$ cat src/eqre_pkg.sv
// ----------------------------------------------------------------------------
// eqre_pkg: shared types and tables for the EPS QoS rate encoder
// Transaction payload structs, rate region codes and the per-region
// description of the arithmetic that turns a bit rate into an octet code.
// ----------------------------------------------------------------------------
package eqre_pkg;

	// Input transaction: one bit rate and the element boundary mark
	typedef struct packed {
		logic [39:0] rate_bps;
		logic        group_end;
	} eqre_item_t;

	// Output transaction: encoded octets, octet count and element length
	typedef struct packed {
		logic [7:0] rate_octet;
		logic [7:0] extended_octet;
		logic [7:0] extended2_octet;
		logic [1:0] octets_used;
		logic [3:0] ie_length;
	} eqre_result_t;

	// Rate regions in ascending order (B = base, E = extended, X = extended-2)
	typedef enum logic [4:0] {
		RG_ZERO,
		RG_B_1K,
		RG_B_8K,
		RG_B_GAP_LO,
		RG_B_64K,
		RG_B_GAP_HI,
		RG_E_100K,
		RG_E_GAP_LO,
		RG_E_1M,
		RG_E_GAP_MID,
		RG_E_2M,
		RG_E_GAP_HI,
		RG_X_4M,
		RG_X_GAP_LO,
		RG_X_10M,
		RG_X_GAP_MID,
		RG_X_100M,
		RG_X_SAT
	} region_t;

	// Inclusive upper limits in bit/s of each region (kbit/s = bps / 1000)
	localparam logic [39:0] LIM_ZERO      = 40'd999;
	localparam logic [39:0] LIM_B_1K      = 40'd63999;
	localparam logic [39:0] LIM_B_8K      = 40'd568999;
	localparam logic [39:0] LIM_B_GAP_LO  = 40'd575999;
	localparam logic [39:0] LIM_B_64K     = 40'd8640999;
	localparam logic [39:0] LIM_B_GAP_HI  = 40'd8699999;
	localparam logic [39:0] LIM_E_100K    = 40'd16000999;
	localparam logic [39:0] LIM_E_GAP_LO  = 40'd16999999;
	localparam logic [39:0] LIM_E_1M      = 40'd128000999;
	localparam logic [39:0] LIM_E_GAP_MID = 40'd129999999;
	localparam logic [39:0] LIM_E_2M      = 40'd256000999;
	localparam logic [39:0] LIM_E_GAP_HI  = 40'd259999999;
	localparam logic [39:0] LIM_X_4M      = 40'd500000999;
	localparam logic [39:0] LIM_X_GAP_LO  = 40'd509999999;
	localparam logic [39:0] LIM_X_10M     = 40'd1500000999;
	localparam logic [39:0] LIM_X_GAP_MID = 40'd1599999999;
	localparam logic [39:0] LIM_X_100M    = 40'd10000000999;

	// Fixed octet codes
	localparam logic [7:0] OCT_BASE_FULL = 8'hFE;
	localparam logic [7:0] OCT_EXT_FULL  = 8'hFA;

	// Step division: q = (((rate - base) >> pre_shift) * recip) >> post_shift
	// recip = ceil(2^post_shift / odd part of the step), exact over the region.
	typedef struct packed {
		logic [1:0]  used;
		logic        calc;
		logic [30:0] base;
		logic [3:0]  pre_shift;
		logic [25:0] recip;
		logic [5:0]  post_shift;
		logic [7:0]  value;
	} region_desc_t;

	typedef struct packed {
		logic [1:0] used;
		logic [7:0] code;
	} eqre_code_t;

	function automatic region_desc_t mk_desc(input logic [1:0] used, input logic calc,
			input logic [30:0] base, input logic [3:0] pre_shift, input logic [25:0] recip,
			input logic [5:0] post_shift, input logic [7:0] value);
		region_desc_t d;
		d.used       = used;
		d.calc       = calc;
		d.base       = base;
		d.pre_shift  = pre_shift;
		d.recip      = recip;
		d.post_shift = post_shift;
		d.value      = value;
		return d;
	endfunction

	function automatic region_desc_t region_desc(input region_t rg);
		region_desc_t d;
		unique case (rg)
			RG_ZERO:       d = mk_desc(2'd0, 1'b0, 31'd0, 4'd0, 26'd0, 6'd0, 8'h00);
			// 1 kbit/s steps from 0
			RG_B_1K:       d = mk_desc(2'd1, 1'b1, 31'd0, 4'd3, 26'd8389, 6'd20, 8'h00);
			// 8 kbit/s steps from 64 kbit/s
			RG_B_8K:       d = mk_desc(2'd1, 1'b1, 31'd64000, 4'd6, 26'd8389, 6'd20, 8'h40);
			RG_B_GAP_LO:   d = mk_desc(2'd1, 1'b0, 31'd0, 4'd0, 26'd0, 6'd0, 8'h7F);
			// 64 kbit/s steps from 576 kbit/s
			RG_B_64K:      d = mk_desc(2'd1, 1'b1, 31'd576000, 4'd9, 26'd16778, 6'd21, 8'h80);
			RG_B_GAP_HI:   d = mk_desc(2'd1, 1'b0, 31'd0, 4'd0, 26'd0, 6'd0, OCT_BASE_FULL);
			// 100 kbit/s steps from 8600 kbit/s
			RG_E_100K:     d = mk_desc(2'd2, 1'b1, 31'd8600000, 4'd5, 26'd343598, 6'd30,
				8'h00);
			RG_E_GAP_LO:   d = mk_desc(2'd2, 1'b0, 31'd0, 4'd0, 26'd0, 6'd0, 8'h4A);
			// 1 Mbit/s steps from 16 Mbit/s
			RG_E_1M:       d = mk_desc(2'd2, 1'b1, 31'd16000000, 4'd6, 26'd2199024, 6'd35,
				8'h4A);
			RG_E_GAP_MID:  d = mk_desc(2'd2, 1'b0, 31'd0, 4'd0, 26'd0, 6'd0, 8'hBA);
			// 2 Mbit/s steps from 128 Mbit/s
			RG_E_2M:       d = mk_desc(2'd2, 1'b1, 31'd128000000, 4'd7, 26'd1099512, 6'd34,
				8'hBA);
			RG_E_GAP_HI:   d = mk_desc(2'd2, 1'b0, 31'd0, 4'd0, 26'd0, 6'd0, OCT_EXT_FULL);
			// 4 Mbit/s steps from 256 Mbit/s
			RG_X_4M:       d = mk_desc(2'd3, 1'b1, 31'd256000000, 4'd8, 26'd1099512, 6'd34,
				8'h00);
			RG_X_GAP_LO:   d = mk_desc(2'd3, 1'b0, 31'd0, 4'd0, 26'd0, 6'd0, 8'h3D);
			// 10 Mbit/s steps from 500 Mbit/s
			RG_X_10M:      d = mk_desc(2'd3, 1'b1, 31'd500000000, 4'd7, 26'd14073749, 6'd40,
				8'h3D);
			RG_X_GAP_MID:  d = mk_desc(2'd3, 1'b0, 31'd0, 4'd0, 26'd0, 6'd0, 8'hA1);
			// 100 Mbit/s steps from 1500 Mbit/s
			RG_X_100M:     d = mk_desc(2'd3, 1'b1, 31'd1500000000, 4'd8, 26'd45035997, 6'd44,
				8'hA1);
			RG_X_SAT:      d = mk_desc(2'd3, 1'b0, 31'd0, 4'd0, 26'd0, 6'd0, 8'hF6);
			default:       d = mk_desc(2'd0, 1'b0, 31'd0, 4'd0, 26'd0, 6'd0, 8'h00);
		endcase
		return d;
	endfunction

endpackage

$ cat src/eps_qos_rate_encoder.sv
// ----------------------------------------------------------------------------
// eps_qos_rate_encoder: EPS QoS bit rate encoder
// Converts bit rates to base, extended and extended-2 rate octets and
// tracks the element length across a group of rates.
// ----------------------------------------------------------------------------
// Each transaction is one rate in bit/s; it is taken into the input register
// at the accepting edge and its result moves into the result register when
// that register is free. A new transaction is taken every cycle while
// item_stall is low, one result per item. The rate is matched against fixed
// region limits and divided by the region step through one reciprocal
// multiplier in the single stage between the two registers. Rates below
// 1000 bit/s give all-zero octets and leave the element length unchanged.
// ie_length is the largest octet count since the last group_end item, this
// item included, times 4 plus 1; the count restarts after a group_end item.
// Stall on the result side backs up into item_stall only when both
// registers hold transactions.
module eps_qos_rate_encoder import eqre_pkg::*; (
	input  logic         clk,
	input  logic         arst_n,
	input  logic         item_valid,
	output logic         item_stall,
	input  eqre_item_t   item,
	output logic         result_valid,
	input  logic         result_stall,
	output eqre_result_t result
);

	eqre_item_t   item_s1;
	logic         valid_s1;
	eqre_result_t result_s2;
	logic         valid_s2;
	logic [1:0]   max_q;

	logic         s2_free;
	logic         s1_move;
	logic         s1_free;
	region_t      region;
	eqre_code_t   code;
	logic [1:0]   max_new;
	eqre_result_t result_nxt;

	// Pipeline flow control
	assign s2_free    = ~valid_s2 | ~result_stall;
	assign s1_move    = valid_s1 & s2_free;
	assign s1_free    = ~valid_s1 | s2_free;
	assign item_stall = ~s1_free;

	// Input register
	always_ff @(posedge clk or negedge arst_n) begin
		if (!arst_n) begin
			valid_s1 <= 1'b0;
		end else if (s1_free) begin
			valid_s1 <= item_valid;
		end
	end

	always_ff @(posedge clk) begin
		if (s1_free && item_valid) begin
			item_s1 <= item;
		end
	end

	// Region decode and step division
	eqre_classify u_classify (
		.rate_bps (item_s1.rate_bps),
		.region   (region)
	);

	eqre_quant u_quant (
		.rate_bps (item_s1.rate_bps),
		.region   (region),
		.result   (code)
	);

	// Running maximum of octets used in the current element
	assign max_new = (code.used > max_q) ? code.used : max_q;

	always_ff @(posedge clk or negedge arst_n) begin
		if (!arst_n) begin
			max_q <= 2'd0;
		end else if (s1_move) begin
			max_q <= item_s1.group_end ? 2'd0 : max_new;
		end
	end

	// Octet placement by count used
	always_comb begin
		result_nxt.octets_used = code.used;
		result_nxt.ie_length   = {max_new, 2'b01};
		case (code.used)
			2'd1: begin
				result_nxt.rate_octet      = code.code;
				result_nxt.extended_octet  = 8'd0;
				result_nxt.extended2_octet = 8'd0;
			end
			2'd2: begin
				result_nxt.rate_octet      = OCT_BASE_FULL;
				result_nxt.extended_octet  = code.code;
				result_nxt.extended2_octet = 8'd0;
			end
			2'd3: begin
				result_nxt.rate_octet      = OCT_BASE_FULL;
				result_nxt.extended_octet  = OCT_EXT_FULL;
				result_nxt.extended2_octet = code.code;
			end
			default: begin
				result_nxt.rate_octet      = 8'd0;
				result_nxt.extended_octet  = 8'd0;
				result_nxt.extended2_octet = 8'd0;
			end
		endcase
	end

	// Result register
	always_ff @(posedge clk or negedge arst_n) begin
		if (!arst_n) begin
			valid_s2 <= 1'b0;
		end else if (s2_free) begin
			valid_s2 <= valid_s1;
		end
	end

	always_ff @(posedge clk) begin
		if (s1_move) begin
			result_s2 <= result_nxt;
		end
	end

	assign result_valid = valid_s2;
	assign result       = result_s2;

endmodule

$ cat src/eqre_classify.sv
// ----------------------------------------------------------------------------
// eqre_classify: rate region decoder
// Compares the bit rate against the fixed region limits and returns the
// region that selects the step, base and octet of the encoding.
// ----------------------------------------------------------------------------
module eqre_classify import eqre_pkg::*; (
	input  logic [39:0] rate_bps,
	output region_t     region
);

	// Priority chain over ascending limits
	always_comb begin
		if (rate_bps <= LIM_ZERO)           region = RG_ZERO;
		else if (rate_bps <= LIM_B_1K)      region = RG_B_1K;
		else if (rate_bps <= LIM_B_8K)      region = RG_B_8K;
		else if (rate_bps <= LIM_B_GAP_LO)  region = RG_B_GAP_LO;
		else if (rate_bps <= LIM_B_64K)     region = RG_B_64K;
		else if (rate_bps <= LIM_B_GAP_HI)  region = RG_B_GAP_HI;
		else if (rate_bps <= LIM_E_100K)    region = RG_E_100K;
		else if (rate_bps <= LIM_E_GAP_LO)  region = RG_E_GAP_LO;
		else if (rate_bps <= LIM_E_1M)      region = RG_E_1M;
		else if (rate_bps <= LIM_E_GAP_MID) region = RG_E_GAP_MID;
		else if (rate_bps <= LIM_E_2M)      region = RG_E_2M;
		else if (rate_bps <= LIM_E_GAP_HI)  region = RG_E_GAP_HI;
		else if (rate_bps <= LIM_X_4M)      region = RG_X_4M;
		else if (rate_bps <= LIM_X_GAP_LO)  region = RG_X_GAP_LO;
		else if (rate_bps <= LIM_X_10M)     region = RG_X_10M;
		else if (rate_bps <= LIM_X_GAP_MID) region = RG_X_GAP_MID;
		else if (rate_bps <= LIM_X_100M)    region = RG_X_100M;
		else                                region = RG_X_SAT;
	end

endmodule

$ cat src/eqre_quant.sv
// ----------------------------------------------------------------------------
// eqre_quant: step quantizer
// Subtracts the region base, divides by the region step with one shared
// reciprocal multiplier and adds the region code offset.
// ----------------------------------------------------------------------------
module eqre_quant import eqre_pkg::*; (
	input  logic [39:0] rate_bps,
	input  region_t     region,
	output eqre_code_t  result
);

	region_desc_t desc;
	logic [39:0]  diff;
	logic [24:0]  scaled;
	logic [50:0]  prod;
	logic [6:0]   quot;

	assign desc = region_desc(region);

	// Offset into the region, power-of-two part of the step removed
	assign diff   = rate_bps - {9'd0, desc.base};
	assign scaled = 25'(diff >> desc.pre_shift);

	// Odd part of the step by reciprocal multiply
	assign prod = 51'(scaled) * 51'(desc.recip);
	assign quot = 7'(prod >> desc.post_shift);

	// Gap and saturation regions carry a fixed code
	assign result = {desc.used, desc.value + (desc.calc ? {1'b0, quot} : 8'd0)};

endmodule
$ cat config.mk
export PLATFORM = sky130hd
export DESIGN_NAME = eps_qos_rate_encoder
export DESIGN_NICKNAME = d
export VERILOG_FILES = /design/src/eqre_pkg.sv /design/src/eps_qos_rate_encoder.sv /design/src/eqre_classify.sv /design/src/eqre_quant.sv
export SDC_FILE = /design/constraint.sdc
export NUM_CORES = 2
export LEC_CHECK = 0
export BUFFER_PORTS_ARGS = -buffer_cell sky130_fd_sc_hd__clkbuf_2
export CORE_ASPECT_RATIO = 0.9
export CORE_MARGIN = 2
export CORE_UTILIZATION = 35
export CTS_CLUSTER_SIZE = 25
export DETAILED_ROUTE_END_ITERATION = 10
export PLACE_DENSITY = 0.55
export SLEW_MARGIN = 20
export SYNTH_ARGS = -nofsm -noshare
export SYNTH_HDL_FRONTEND = slang
export SYNTH_SLANG_ARGS = --single-unit
$ cat constraint.sdc
create_clock -name clk -period 25.7 [get_ports clk]
set_input_delay 5.14 -clock clk [delete_from_list [all_inputs] [get_ports clk]]
set_output_delay 5.14 -clock clk [all_outputs]
set_load 0.02 [all_outputs]
==> results.sh <==
export IMPL_swShare_pct=41.8
export IMPL_synthesis_area_sq_um=28300
export IMPL_crit_slowest_cell="nor2_1"
export IMPL_drv_cap=0
export IMPL_p_comb_share_pct=38.2
export IMPL_fill_cells=8233
export IMPL_htreeDepth=3
export IMPL_start_util_pct=35.5
export IMPL_drc=0
export IMPL_period_needed_ns=19.11
export IMPL_path_class="register to register"
export IMPL_regToRegStartpoint="item_s1[14]"
export IMPL_setup_tns_ns=0
export IMPL_ys_types=94
export IMPL_power_density_nw_per_um2=14.5
export IMPL_drv_slew=0
export IMPL_drt_iter0_markers=2766
export IMPL_syn_nets=4079
export IMPL_antenna_found_initial=2
export IMPL_maxSlewHeadroom_pct=24.0
export IMPL_clockPowerShare_pct=27.3
export IMPL_power_switching_mw=0.182
export IMPL_setup_viol=0
export IMPL_worst_slew_pin_slew_ns=1.13
export IMPL_start_kind="register"
export IMPL_die_h_um=274
export IMPL_grt_pass1_vias=24200
export IMPL_period_share_pct=74.4
export IMPL_cts_resized=0
export IMPL_r2r_setup_slack_ns=6.59
export IMPL_cts_made_buffers=9
export IMPL_cpPeakStageDelay_ns=0.69
export IMPL_grt_overflow=0
export IMPL_met1_usage_pct=34.7
export IMPL_use_met3_pct=4.66
export IMPL_postSynthAreaPerCell_sq_um=8.66
export IMPL_p_int_mw=0.253
export IMPL_crit_path_max_fanout=37
export IMPL_synth_largest_area_cell="fa_1"
export IMPL_cts_tree="built"
export IMPL_clk_latency_ns=0.35
export IMPL_io_buffers=74
export IMPL_fp_dieW_um=304
export IMPL_drive_gt1_share_pct=7.26
export IMPL_register_area_sq_um=2170
export IMPL_synth_warnings=0
export IMPL_synth_top_area_share_pct=37.2
export IMPL_synth_area_leaders="fa_1, ha_1, edfxtp_1, inv_1, nand2_1"
export IMPL_die_area_sq_um=83200
export IMPL_hold_class="register to register"
export IMPL_power_leakage_nw=11.6
export IMPL_met2_usage_pct=36.5
export IMPL_fmax_ghz=0.0523
export IMPL_firstDrtPassIters=8
export IMPL_synth_edf_count=69
export IMPL_fin_area_sq_um=30000
export IMPL_synthFlopType="edfxtp_1"
export IMPL_wire_per_inst_um=22.8
export IMPL_rr_endpoint="result[21]"
export IMPL_placed_cell_area_sq_um=29700
export IMPL_globalplace_congestion=1.03
export IMPL_cp_common_cell="a21oi_1"
export IMPL_vias=24000
export IMPL_arrival_ns=19.20
export IMPL_hold_viol=0
export IMPL_clk_pin_slew_ns=0.06
export IMPL_synthToLayoutAreaGrowth_pct=5.95
export IMPL_hold_end="result_valid"
export IMPL_clockBufferDepth=2
export IMPL_status="finished, final reports clean"
export IMPL_postRouteAntennaNets=0
export IMPL_ir_drop_v=0.0000307
export IMPL_cts_hold_buf=0
export IMPL_wl_um=97900
export IMPL_busiest_layer="met2"
export IMPL_power_total_mw=0.434
export IMPL_reg2reg_depth=61
export IMPL_track_usage_pct=23.8
export IMPL_row_count=98
export IMPL_vias_per_cell=5.58
export IMPL_cts_root_buf="clkbuf_16"
export IMPL_min_from="valid_s1"
export IMPL_rsz0062_at_grt="false"
export IMPL_design_core_area_sq_um=79800
export IMPL_fin_nets=4039
export IMPL_io_pins=77
export IMPL_dp_hpwl_um=78600
export IMPL_grt_pass1_wl_um=151000
export IMPL_cp_data_required_time_ns=25.79
export IMPL_synth_seq_cells=73
export IMPL_finalClockSkew_ns=0.00641
export IMPL_synthCells=3273
export IMPL_worstSetupEndpointType="register"
export IMPL_multiInputGateArea_sq_um=23500
export IMPL_synth_most_common_cell="fa_1"
export IMPL_min_path_cells=1
export IMPL_cts_sinks=73
export IMPL_seqPwrFrac_pct=34.5
export IMPL_synthArstFlopShare_pct=5.48
export IMPL_synthTopCellsByCount="fa_1, inv_1, nand2_1, ha_1, nor2_1"
export IMPL_final_core_util_pct=37.6
export IMPL_seq_area_frac_synth_pct=7.67
export IMPL_postCtsSetupRepairBufs=0
export IMPL_grt_max_degree=47
==> cells in the final DEF, fill, tap and decap left out, drive strengths merged, types with 16 or more instances in the layout <==
cell type | netlist | final
xnor2 | 42 | 42
mux2 | 22 | 22
buf | 54 | 58
a211oi | 25 | 25
inv | 506 | 507
a21oi | 129 | 129
nand4 | 30 | 30
o211ai | 31 | 31
and3 | 26 | 26
nand2 | 492 | 492
or3 | 17 | 17
nor2 | 178 | 178
nand3 | 96 | 96
clkbuf | 129 | 83
a21o | 32 | 32
and2 | 122 | 122
mux2i | 69 | 69
o21ai | 110 | 110
o21a | 16 | 16
fa | 527 | 527
edfxtp | 69 | 69
nor3 | 50 | 50
a31oi | 19 | 19
xor2 | 16 | 16
nand2b | 19 | 19
ha | 234 | 234
==> how the worst max path moves through the flow <==
| stage | from | endpoint | slack (ns) |
|---|---|---|---|
| 6_report | item_s1[14] | result[21] | 6.59 |
| 4_1_cts | item_s1[14] | result[21] | 6.98 |
| 3_5_place_dp | item_s1[14] | result[21] | 7.01 |
| 3_3_place_gp | item_s1[14] | result[21] | 7.11 |
| 5_1_grt | item_s1[33] | result[21] | 5.54 |
| 2_1_floorplan | item_s1[35] | result[21] | 10.32 |
==> cell families (layout without fill, tap and decap cells) <==
kind of cell,count (synthesis),in the layout,synth area share [%]
compound gates,496,496,11.6
xor+xnor,58,58,1.79
fa+ha+maj,761,761,47.6
buf+inv,689,654,9.53
flops,73,73,7.67
mux,91,91,3.43
other cells,2,4,0.0265
simple gates,1103,1103,18.4
==> state kept, by name, indices dropped and copies added, names as in the netlist <==
signal / flops
item_s1: 41
result: 28
max_q: 2
result_valid: 1
valid_s1: 1
==> area by class of cell <==
type | instances | area share [%]
Sequential cell | 73 | 7.24
Timing Repair Buffer | 132 | 2.68
Clock buffer | 9 | 0.750
Clock inverter | 7 | 0.175
Multi-Input combinational cell | 2511 | 78.4
Inverter | 506 | 6.33
Antenna cell | 2 | 0.0167
Tap cell | 1050 | 4.38
==> through the flow <==
stage	hold slack, ns	setup WS [ns]	cells
finish	0.489	6.59	4290
global route	0.542	5.54	4288
CTS	0.495	6.98	4288
detailed placement	0.484	7.01	4272
global placement	0.482	7.11	4272
floorplan	0.453	10.32	3273
==> metal layers <==
metal	routed length (um)	part of all wire, %
met3	9240	9.4
met2	42500	43
met4	2200	2.3
met5	0	0
met1	44000	45
==> worst max-delay path: cells and delay by family (launching register included) <==
kind	cells	cell delay (ns)
adder cells (fa/ha/maj)	11	4.95
buffers and inverters	8	1.38
AO/OA/AOI/OAI	22	5.97
flip-flops	1	0.64
multiplexers	1	0.38
XOR/XNOR	2	0.50
AND/OR/NAND/NOR	17	4.97
==> power by group through the flow <==
stage          Clock, mW  Combinational (mW)  Sequential [mW]
2_1_floorplan          0               0.107            0.145
3_3_place_gp           0               0.162            0.152
3_5_place_dp           0               0.161            0.152
4_1_cts            0.121               0.162            0.150
5_1_grt            0.127               0.177            0.151
6_report           0.118               0.166            0.150
Power figures use the tool's default switching activity.
